[config.mk]
export PLATFORM = sky130hd
export DESIGN_NAME = tac_div_cell
export DESIGN_NICKNAME = d
export VERILOG_FILES = /design/src/design/thermistor_adc_to_centi_celsius_defines.svh /design/src/design/tac_div_cell.sv
export SDC_FILE = /design/constraint.sdc
export NUM_CORES = 1
export LEC_CHECK = 0
export BUFFER_PORTS_ARGS = -buffer_cell sky130_fd_sc_hd__buf_2
export CORE_MARGIN = 2
export CORE_UTILIZATION = 40
export CTS_BUF_LIST = sky130_fd_sc_hd__clkbuf_8
export DETAILED_ROUTE_END_ITERATION = 10
export PLACE_DENSITY = 0.7
export SYNTH_ARGS = -nofsm -noshare
export SYNTH_HDL_FRONTEND = slang
export SYNTH_SLANG_ARGS = --single-unit
[constraint.sdc]
create_clock -name i_clk -period 2.8 [get_ports i_clk]
set_input_delay 0.28 -clock i_clk [delete_from_list [all_inputs] [get_ports i_clk]]
set_output_delay 0.28 -clock i_clk [all_outputs]
set_load 0.05 [all_outputs]
[src/design/thermistor_adc_to_centi_celsius_defines.svh]
// ----------------------------------------------------------------------------
// thermistor_adc_to_centi_celsius_defines
// assertion macros used by the thermistor converter rtl
// ----------------------------------------------------------------------------
`ifndef THERMISTOR_ADC_TO_CENTI_CELSIUS_DEFINES_SVH
`define THERMISTOR_ADC_TO_CENTI_CELSIUS_DEFINES_SVH

// same-cycle implication
`define TAC_ASSERT_IMP(lbl, ante, cons) \
    lbl: assert property (@(posedge i_clk) disable iff (!i_rst_n) (ante) |-> (cons)) \
        else $error("tac assertion failed");

// next-cycle implication
`define TAC_ASSERT_NXT(lbl, ante, cons) \
    lbl: assert property (@(posedge i_clk) disable iff (!i_rst_n) (ante) |=> (cons)) \
        else $error("tac assertion failed");

`endif

[src/design/tac_div_cell.sv]
// ----------------------------------------------------------------------------
// tac_div_cell
// one restoring division step, quotient bit shifted into the dividend word
// ----------------------------------------------------------------------------
module tac_div_cell #(
    parameter int NW = 45,
    parameter int DW = 14,
    parameter int SW = 3
) (
    input  logic          i_clk,
    input  logic          i_rst_n,
    input  logic          i_en,
    input  logic          i_valid,
    input  logic [DW-1:0] i_rem,
    input  logic [NW-1:0] i_qd,
    input  logic [DW-1:0] i_div,
    input  logic [SW-1:0] i_side,
    output logic          o_valid,
    output logic [DW-1:0] o_rem,
    output logic [NW-1:0] o_qd,
    output logic [DW-1:0] o_div,
    output logic [SW-1:0] o_side
);

    logic [DW:0]   w_trial;
    logic          w_ge;
    logic [DW-1:0] n_rem;
    logic [NW-1:0] n_qd;

    // trial subtract
    always_comb begin
        w_trial = {i_rem, i_qd[NW-1]};
        w_ge    = (w_trial >= {1'b0, i_div});
        n_rem   = w_ge ? DW'(w_trial - {1'b0, i_div}) : w_trial[DW-1:0];
        n_qd    = {i_qd[NW-2:0], w_ge};
    end

    // valid
    always_ff @(posedge i_clk) begin
        if (!i_rst_n) begin
            o_valid <= 1'b0;
        end else if (i_en) begin
            o_valid <= i_valid;
        end
    end

    // payload
    always_ff @(posedge i_clk) begin
        if (i_en) begin
            o_rem  <= n_rem;
            o_qd   <= n_qd;
            o_div  <= i_div;
            o_side <= i_side;
        end
    end

endmodule
==> impl_metrics.yaml <==
outcome:
  outcome: "finished clean"
global_routing:
  grt_pass1_vias: 2155
  grt_overflow_total: 0
  antenna_found_initial: 1
  grt_first_pass_wirelength_um: 10500
  grt_max_degree: 44
  grt_use_total_pct: 15.6
final_layout:
  final_core_util_pct: 54.5
  fin_cells: 486
  drive_gt1_share_pct: 51.6
  multi_input_area_sq_um: 940
  syn2layout_area_growth_pct: 33.4
  fillers: 708
  final_nets: 471
  regArea_sq_um: 2300
routing:
  vias: 2342
  drtIter0Drc: 89
  top_layer: "met4"
  wl_met1_um: 2940
  routed_wl_um: 7440
  ant_nets: 0
  wl_met2_um: 3600
  post_drt_wl_per_cell_um: 15.3
  wl_met3_um: 764
  viasPerCell: 4.82
  drc: 0
  drt_first_pass_iters: 6
yosys:
  synth_ff_type: "edfxtp_1"
  synth_async_sr_flop_share_pct: 0
  yosysMostFrequentCell: "edfxtp_1"
  yosys_warnings: 0
  ys_ff_latch: 77
  syn_area_per_cell_sq_um: 16.2
  yosysSeqAreaShare_pct: 68.9
  synth_cells: 207
  synth_cell_types: 42
  synth_area_leaders: "edfxtp_1, ha_1, mux2_4"
  synth-edff-count: 76
  synthesis.nets: 303
  syn_area_sq_um: 3340
  synth_area_leader_cell: "edfxtp_1"
  synth_common_cells: "edfxtp_1, inv_1, ha_1, nor2_1, xnor2_1"
  netlist.area_leader.share_pct: 68.3
timing:
  fin_tns_setup_ns: 0
  timing.hold.ws_ns: 0.102
  tightest_slew_ns: 0.668
  rsz0062_at_grt: "false"
  fmax_mhz: 461
  slew_headroom_pct: 55.2
  skew_ns: 0
  finalHoldViolCount: 0
  post-route-min-period_ns: 2.17
  setup-violations-final: 0
  maxSlewViolCount: 0
  period_share_pct: 77.4
place:
  gp_congestion: 0.786
  dpl.hpwl_um: 5730
  dpl.cell_count: 469
  numPortBuffers: 156
setup_path:
  worst-endpoint-arrival_ns: 2.27
  worst_path_max_delay_cell: "o211ai_4"
  crit_path_cell_trace: "buf_2, inv_1, ha_1, o21ai_0, o21ai_1, a31oi_2, o211ai_4, mux2_2"
  reg2regPathDepth: 2
  cp_data_required_time_ns: 2.90
  start_kind: "input port"
  criticalPathCategory: "in -> reg"
  endpoint_kind: "register"
  worstPathMaxFanout: 15
  slowest_delay_ns: 0.57
power_and_ir_drop:
  power_uw: 3070
  ir_worst_vdd_v: 0.000265
  powerDensity_nw_per_um2: 688
  p_leak_uw: 0.00199
clocking:
  tritoncts.num_buffers: 9
  cts_sinks: 77
  post_cts_resized: 0
  cts_tree: "yes"
  cts_setup_buffers: 0
  root_buffer: "clkbuf_8"
  path_clk_slew_ns: 0.09
  clockBufferDepth: 2
  h-tree-depth: 3
  worstSkewPairLatency_ns: 0.34
  cts_hold_buffers: 0
worst_hold_path:
  min_path_cells: 1
  min_path_type: "in -> reg"
floorplanning:
  die_w_um: 95.4
  rows: 33
  boundaryPins: 157
  initial_core_util_pct: 40.9
  die-height_um: 95.4
  dieArea_sq_um: 9100
  core_area_sq_um: 8180
run:
  cap_violations: 0
[routing by layer]
layer	track usage [%]	vias to the layer above
met5	0	-
met4	6.55	0
met3	5.69	14
met2	26.9	113
met1	17.2	1096
li1	-	1119
[power by group]
part           switching [uW]  internal, uW  total (uW)
Combinational             577           237         814
Clock                     421           416         837
Sequential               24.9          1390        1420
Total                    1020          2040        3070
[state kept, by name (all words and copies together), names as in the netlist]
signal / flops
o_div: 14
o_qd: 45
o_rem: 14
o_side: 3
o_valid: 1
[worst paths after layout]
check                                 to  slack (ns)     start
worst min register to register   o_valid        0.52   o_valid
worst max register to register   o_valid        2.22   o_valid
worst max-delay path            o_rem[4]        0.63  i_div[8]
worst min-delay path            o_qd[32]        0.10  i_qd[31]
[critical path, delay by kind of cell]
kind                     cells  cell delay, ns
AO/OA/AOI/OAI                4            1.08
multiplexers                 1            0.41
adder cells (fa/ha/maj)      1            0.36
buffers and inverters        2            0.13
[through the flow]
step           setup WS, ns  cell area, sq um
4_1_cts               0.611              4460
3_5_place_dp          0.260              4260
6_report              0.632              4460
2_1_floorplan         0.553              3340
3_3_place_gp          0.294              4260
5_1_grt               0.475              4460
[cell type report]
| cell class | count | share of cell area [%] |
|---|---|---|
| Sequential cell | 77 | 51.6 |
| Multi-Input combinational cell | 107 | 21.1 |
| Timing Repair Buffer | 159 | 18.1 |
| Tap cell | 105 | 2.95 |
| Clock buffer | 9 | 2.78 |
| Inverter | 21 | 1.77 |
| Clock inverter | 7 | 1.68 |
| Antenna cell | 1 | 0.0561 |
[placed cells by master (no fill, tap or decap), drive strengths merged, types with 3 or more instances in the layout]
cell / count
a21o: 3
a21oi: 5
and3: 3
buf: 159
clkbuf: 9
edfxtp: 76
ha: 15
inv: 24
mux2: 12
mux2i: 4
nand2: 5
nand3: 5
nor2: 11
nor2b: 4
o21ai: 4
xnor2: 8
[cells by family after synthesis]
| family | count (synthesis) | share of synthesized area, % |
|---|---|---|
| DFF | 77 | 68.9 |
| and+or+nand+nor | 34 | 5.31 |
| AOI/OAI and AO/OA | 31 | 7.93 |
| buffers and inverters | 23 | 3.03 |
| muxes | 16 | 6.03 |
| adders and majority gates | 16 | 6.21 |
| xor gates and xnor gates | 10 | 2.62 |
Note: power is estimated with default switching activity, not from simulation.
