==> src/design/thermistor_adc_to_centi_celsius_defines.svh <==
// ----------------------------------------------------------------------------
// thermistor_adc_to_centi_celsius_defines
// assertion macros used by the thermistor converter rtl
// ----------------------------------------------------------------------------
`ifndef THERMISTOR_ADC_TO_CENTI_CELSIUS_DEFINES_SVH
`define THERMISTOR_ADC_TO_CENTI_CELSIUS_DEFINES_SVH

// same-cycle implication
`define TAC_ASSERT_IMP(lbl, ante, cons) \
    lbl: assert property (@(posedge i_clk) disable iff (!i_rst_n) (ante) |-> (cons)) \
        else $error("tac assertion failed");

// next-cycle implication
`define TAC_ASSERT_NXT(lbl, ante, cons) \
    lbl: assert property (@(posedge i_clk) disable iff (!i_rst_n) (ante) |=> (cons)) \
        else $error("tac assertion failed");

`endif

==> src/design/tac_pkg.sv <==
// ----------------------------------------------------------------------------
// tac_pkg
// constants and types of the thermistor code to centidegree converter
// ----------------------------------------------------------------------------
package tac_pkg;

    // widths of the external fields
    localparam int ADC_BITS_DEF = 10;
    localparam int RES_W        = 20;
    localparam int BETA_W       = 14;
    localparam int TEMP_W       = 17;
    localparam int FRAC_W       = 32;
    localparam int CFG_IDX_W    = 2;

    // register indexes
    localparam logic [CFG_IDX_W-1:0] CFG_FIXED   = 2'd0;
    localparam logic [CFG_IDX_W-1:0] CFG_NOMINAL = 2'd1;
    localparam logic [CFG_IDX_W-1:0] CFG_BETA    = 2'd2;

    // register reset values
    localparam logic [RES_W-1:0]  FIXED_RST   = 20'd6800;
    localparam logic [RES_W-1:0]  NOMINAL_RST = 20'd10000;
    localparam logic [BETA_W-1:0] BETA_RST    = 14'd3950;

    // fixed-point constants
    localparam logic [FRAC_W-1:0] LN2_Q32    = 32'hB17217F8;
    localparam logic [63:0]       INV_T0_Q40 = ((64'd20 << 40) + 64'd2981) / 64'd5963;
    localparam int                T_NUM_W    = 47;
    localparam logic [T_NUM_W-1:0] T_NUM     = 47'(64'd100 << 40);
    localparam int                T_LIMIT    = 67315;

    // result limits
    localparam logic signed [TEMP_W-1:0] TEMP_MIN     = -17'sd27315;
    localparam logic signed [TEMP_W-1:0] TEMP_MAX     = 17'sd40000;
    localparam logic signed [TEMP_W:0]   CENTI_OFFSET = 18'sd27315;

    // per-item status travelling down the pipe
    typedef struct packed {
        logic fault;
        logic spec;
    } t_flags;

endpackage

==> src/design/tac_log_cell.sv <==
// ----------------------------------------------------------------------------
// tac_log_cell
// one squaring step of the log2 fraction for both divider products
// ----------------------------------------------------------------------------
module tac_log_cell #(
    parameter int E_W = 5
) (
    input  logic                        i_clk,
    input  logic                        i_rst_n,
    input  logic                        i_en,
    input  logic                        i_valid,
    input  tac_pkg::t_flags             i_flags,
    input  logic [E_W-1:0]              i_e_a,
    input  logic [E_W-1:0]              i_e_b,
    input  logic [tac_pkg::FRAC_W-1:0]  i_m_a,
    input  logic [tac_pkg::FRAC_W-1:0]  i_m_b,
    input  logic [tac_pkg::FRAC_W-1:0]  i_fr_a,
    input  logic [tac_pkg::FRAC_W-1:0]  i_fr_b,
    output logic                        o_valid,
    output tac_pkg::t_flags             o_flags,
    output logic [E_W-1:0]              o_e_a,
    output logic [E_W-1:0]              o_e_b,
    output logic [tac_pkg::FRAC_W-1:0]  o_m_a,
    output logic [tac_pkg::FRAC_W-1:0]  o_m_b,
    output logic [tac_pkg::FRAC_W-1:0]  o_fr_a,
    output logic [tac_pkg::FRAC_W-1:0]  o_fr_b
);

    logic [2*tac_pkg::FRAC_W-1:0] w_sq_a;
    logic [2*tac_pkg::FRAC_W-1:0] w_sq_b;
    logic [tac_pkg::FRAC_W-1:0]   n_m_a;
    logic [tac_pkg::FRAC_W-1:0]   n_m_b;
    logic [tac_pkg::FRAC_W-1:0]   n_fr_a;
    logic [tac_pkg::FRAC_W-1:0]   n_fr_b;

    // square, renormalise to [1,2) and shift the fraction bit in
    always_comb begin
        w_sq_a = i_m_a * i_m_a;
        w_sq_b = i_m_b * i_m_b;
        n_m_a  = w_sq_a[63] ? w_sq_a[63:32] : w_sq_a[62:31];
        n_m_b  = w_sq_b[63] ? w_sq_b[63:32] : w_sq_b[62:31];
        n_fr_a = {i_fr_a[30:0], w_sq_a[63]};
        n_fr_b = {i_fr_b[30:0], w_sq_b[63]};
    end

    // valid
    always_ff @(posedge i_clk) begin
        if (!i_rst_n) begin
            o_valid <= 1'b0;
        end else if (i_en) begin
            o_valid <= i_valid;
        end
    end

    // payload
    always_ff @(posedge i_clk) begin
        if (i_en) begin
            o_flags <= i_flags;
            o_e_a   <= i_e_a;
            o_e_b   <= i_e_b;
            o_m_a   <= n_m_a;
            o_m_b   <= n_m_b;
            o_fr_a  <= n_fr_a;
            o_fr_b  <= n_fr_b;
        end
    end

endmodule

==> config.mk <==
export PLATFORM = sky130hd
export DESIGN_NAME = tac_log_cell
export DESIGN_NICKNAME = d
export VERILOG_FILES = /design/src/design/thermistor_adc_to_centi_celsius_defines.svh /design/src/design/tac_pkg.sv /design/src/design/tac_log_cell.sv
export SDC_FILE = /design/constraint.sdc
export NUM_CORES = 2
export LEC_CHECK = 0
export ABC_AREA = 1
export BUFFER_PORTS_ARGS = -buffer_cell sky130_fd_sc_hd__buf_2
export CAP_MARGIN = 20
export CORE_ASPECT_RATIO = 2
export CORE_MARGIN = 2
export CORE_UTILIZATION = 30
export DETAILED_ROUTE_END_ITERATION = 10
export GPL_ROUTABILITY_DRIVEN = 0
export PLACE_DENSITY = 0.55
export SYNTH_ARGS = -nofsm -noshare
export SYNTH_HDL_FRONTEND = slang
export SYNTH_SLANG_ARGS = --single-unit
==> constraint.sdc <==
create_clock -name i_clk -period 8.4 [get_ports i_clk]
set_input_delay 1.68 -clock i_clk [delete_from_list [all_inputs] [get_ports i_clk]]
set_output_delay 1.68 -clock i_clk [all_outputs]
set_load 0.01 [all_outputs]
==> run summary <==
status: completed
number of global-route vias before repair: 56,623
register area: 0.004224 sq mm
Tot GR Track Use: 0.1644
DR vias/cell: 4.244
min Tclk post-route: 8.148 ns
initial antenna violation count: 11
hold slack: 0.5651 ns
total gr overflow: 0
fill count: 23,461
post-DR wirelength/cell: 14.65 microns
Synth warnings: 0
fin. max-slew vios: 0
first-pass GRT wire length: 299,200 microns
CP Class: input port to register
1st-iter DRT viols: 2,580
commonest non-fill, non-tap cell in the layout: inv_1
Hold Buf Count CTS: 0
Die Height: 674.1 microns
Netlist cell types: 37
drt first pass iters: 5
crit share post-route: 0.9700
clk_skew: 0 ns
Critical Path Start Type: input port
area of the mapped netlist: 0.06736 sq mm
most used cell along the critical path: nand2_1
die width: 339.1 microns
RSZ-0062 raised after global routing: true
Max Root-Sink Buffers: 2
largest stage delay on the critical path: 0.56 ns
CP max-delay cell: fa_1
Fmax: 122.7 MHz
WL final: 180,600 microns
MaxCap Viol Count: 0
most frequent cells in the layout: inv_1 (2,811), nand2_1 (2,025), fa_1 (1,578)
register bit total from synthesis: 141
CP Capture Type: register
critical path's top delay family: adder cells
setup_tns: 0 ns
Die Area: 0.2286 sq mm
Seq/Total Area, Yosys: 0.06271
Crit path arrival time: 8.36 ns
Total Nets Final: 11,661
Slew headroom: 0.4615
Top Ports: 285
starting density of the core: 0.3010
Crit path required time: 8.61 ns
pin count of the biggest net entering global routing: 71
Syn-to-layout area delta: 19.80%
post-synthesis net count: 10,595
Final Hold Fails: 0
Buf/Inv on CP: 10
number of buffers added on ports: 282
area of the core: 0.2238 sq mm
row count: 246
clock root buffer: clkbuf_16
clock buffer count from CTS: 17
Crit Path Max Fanout: 17
worst hold path class: register to register
clk_lat worst skew: 0.46 ns
htree depth: 4
drc violations: 0
syn avg cell area: 8.145 sq um
DP HPWL: 163,200 microns
Worst-Margin Slew: 0.8077 ns
CTS tree: built
CTS Sinks: 141
share of layout cells above drive strength 1: 0.1545
footprint of the multi-input gates: 0.05193 sq mm
clock-pin slew on the worst setup and hold paths: 0.08 ns
detailed-route via count: 52,326
Setup violations, final: 0
Post-Syn Instances: 8,271
DRT antenna net count: 0
==> final timing paths <==
kind                        start                    to  slack (ns)  depth (start not counted)
max                     i_m_b[16]    o_m_b[2]$_DFFE_PP_        0.25                         32
min          o_valid$_SDFFE_PN0P_  o_valid$_SDFFE_PN0P_        0.57                          2
max reg2reg  o_valid$_SDFFE_PN0P_  o_valid$_SDFFE_PN0P_        7.72                          2
min reg2reg  o_valid$_SDFFE_PN0P_  o_valid$_SDFFE_PN0P_        0.57                          2
==> synth_stat cells, drive strengths merged <==
cell    count  area (sq um)
ha        598          7482
buf        40         222.7
or2        13         81.33
o21bai     44         330.3
o21ai      69         345.3
nand2    2074          7885
nor2      231         919.6
nand4      32         200.2
a31oi       5         31.28
nor3       28         140.1
nand2b      1         6.260
nand3     120         605.6
edfxtp    140          4204
xor2       66         578.1
fa       1582         31670
nor4        8         62.56
and2        2         12.51
a31o       12         105.1
clkbuf    176         660.6
a21o       10         75.07
dfxtp       1         20.02
xnor2      36         315.3
inv      2817         10570
a21oi     164         820.8
o211ai      1         7.510
o21a        1         7.510
==> sequential cells by signal, summed over array words and instances, names as in the netlist <==
signal   count
o_valid      1
o_m_b       32
o_fr_b      32
o_e_a        5
o_fr_a      32
o_e_b        5
o_m_a       32
o_flags      2
==> per-layer routing <==
layer / wire [microns] / global-route usage / vias to the layer above / part of all wire
met5: 61 / 0 / - / 0.00034
met4: 1868 / 0.01991 / 10 / 0.010
met3: 8467 / 0.01789 / 107 / 0.047
met2: 86420 / 0.2808 / 1007 / 0.48
met1: 83760 / 0.2299 / 25887 / 0.46
li1: - / - / 25315 / -
==> per-stage QoR <==
stage	cells	instance area [sq um]	worst slack, ns	utilization
after global routing	12326	80690	-0.02010	0.3606
final	12330	80700	0.2519	0.3607
after detailed placement	12292	79710	-0.5127	0.3562
after floorplan	8271	67360	0.1174	-
after global placement	12292	79710	-0.5549	0.3562
after CTS	12324	80330	0.01067	0.3590
==> cell type report <==
| class | count | area share |
|---|---|---|
| diodes | 4 | 0.0001240 |
| clock buffers | 17 | 0.005271 |
| clock inverters | 15 | 0.002326 |
| inverters | 2817 | 0.1310 |
| multi-input cells | 5097 | 0.6435 |
| flip-flops and latches | 141 | 0.05234 |
| well taps | 2976 | 0.04614 |
| repair buffers | 1263 | 0.1193 |
==> logic make-up after synthesis <==
group	share of synthesized area
xor gates and xnor gates	0.01326
AOI/OAI and AO/OA	0.02558
adders and majority gates	0.5812
and+or+nand+nor	0.1472
DFF	0.06271
buffers and inverters	0.1701
==> timing repair <==
item,in CTS,in global routing
pin swaps,0,7
resized for setup,2,125
endpoints found under the hold margin,0,0
setup buffers,0,2
endpoints found under the setup margin,15,66
==> worst reg2reg max path, delay by kind of cell (launching register included) <==
kind,cells,cell delay (ns)
AOI/OAI and AO/OA,2,0.23
DFF,1,0.32
Power is not shown: default switching activity piles up to over one toggle a cycle in this logic, so the estimate is an artifact.
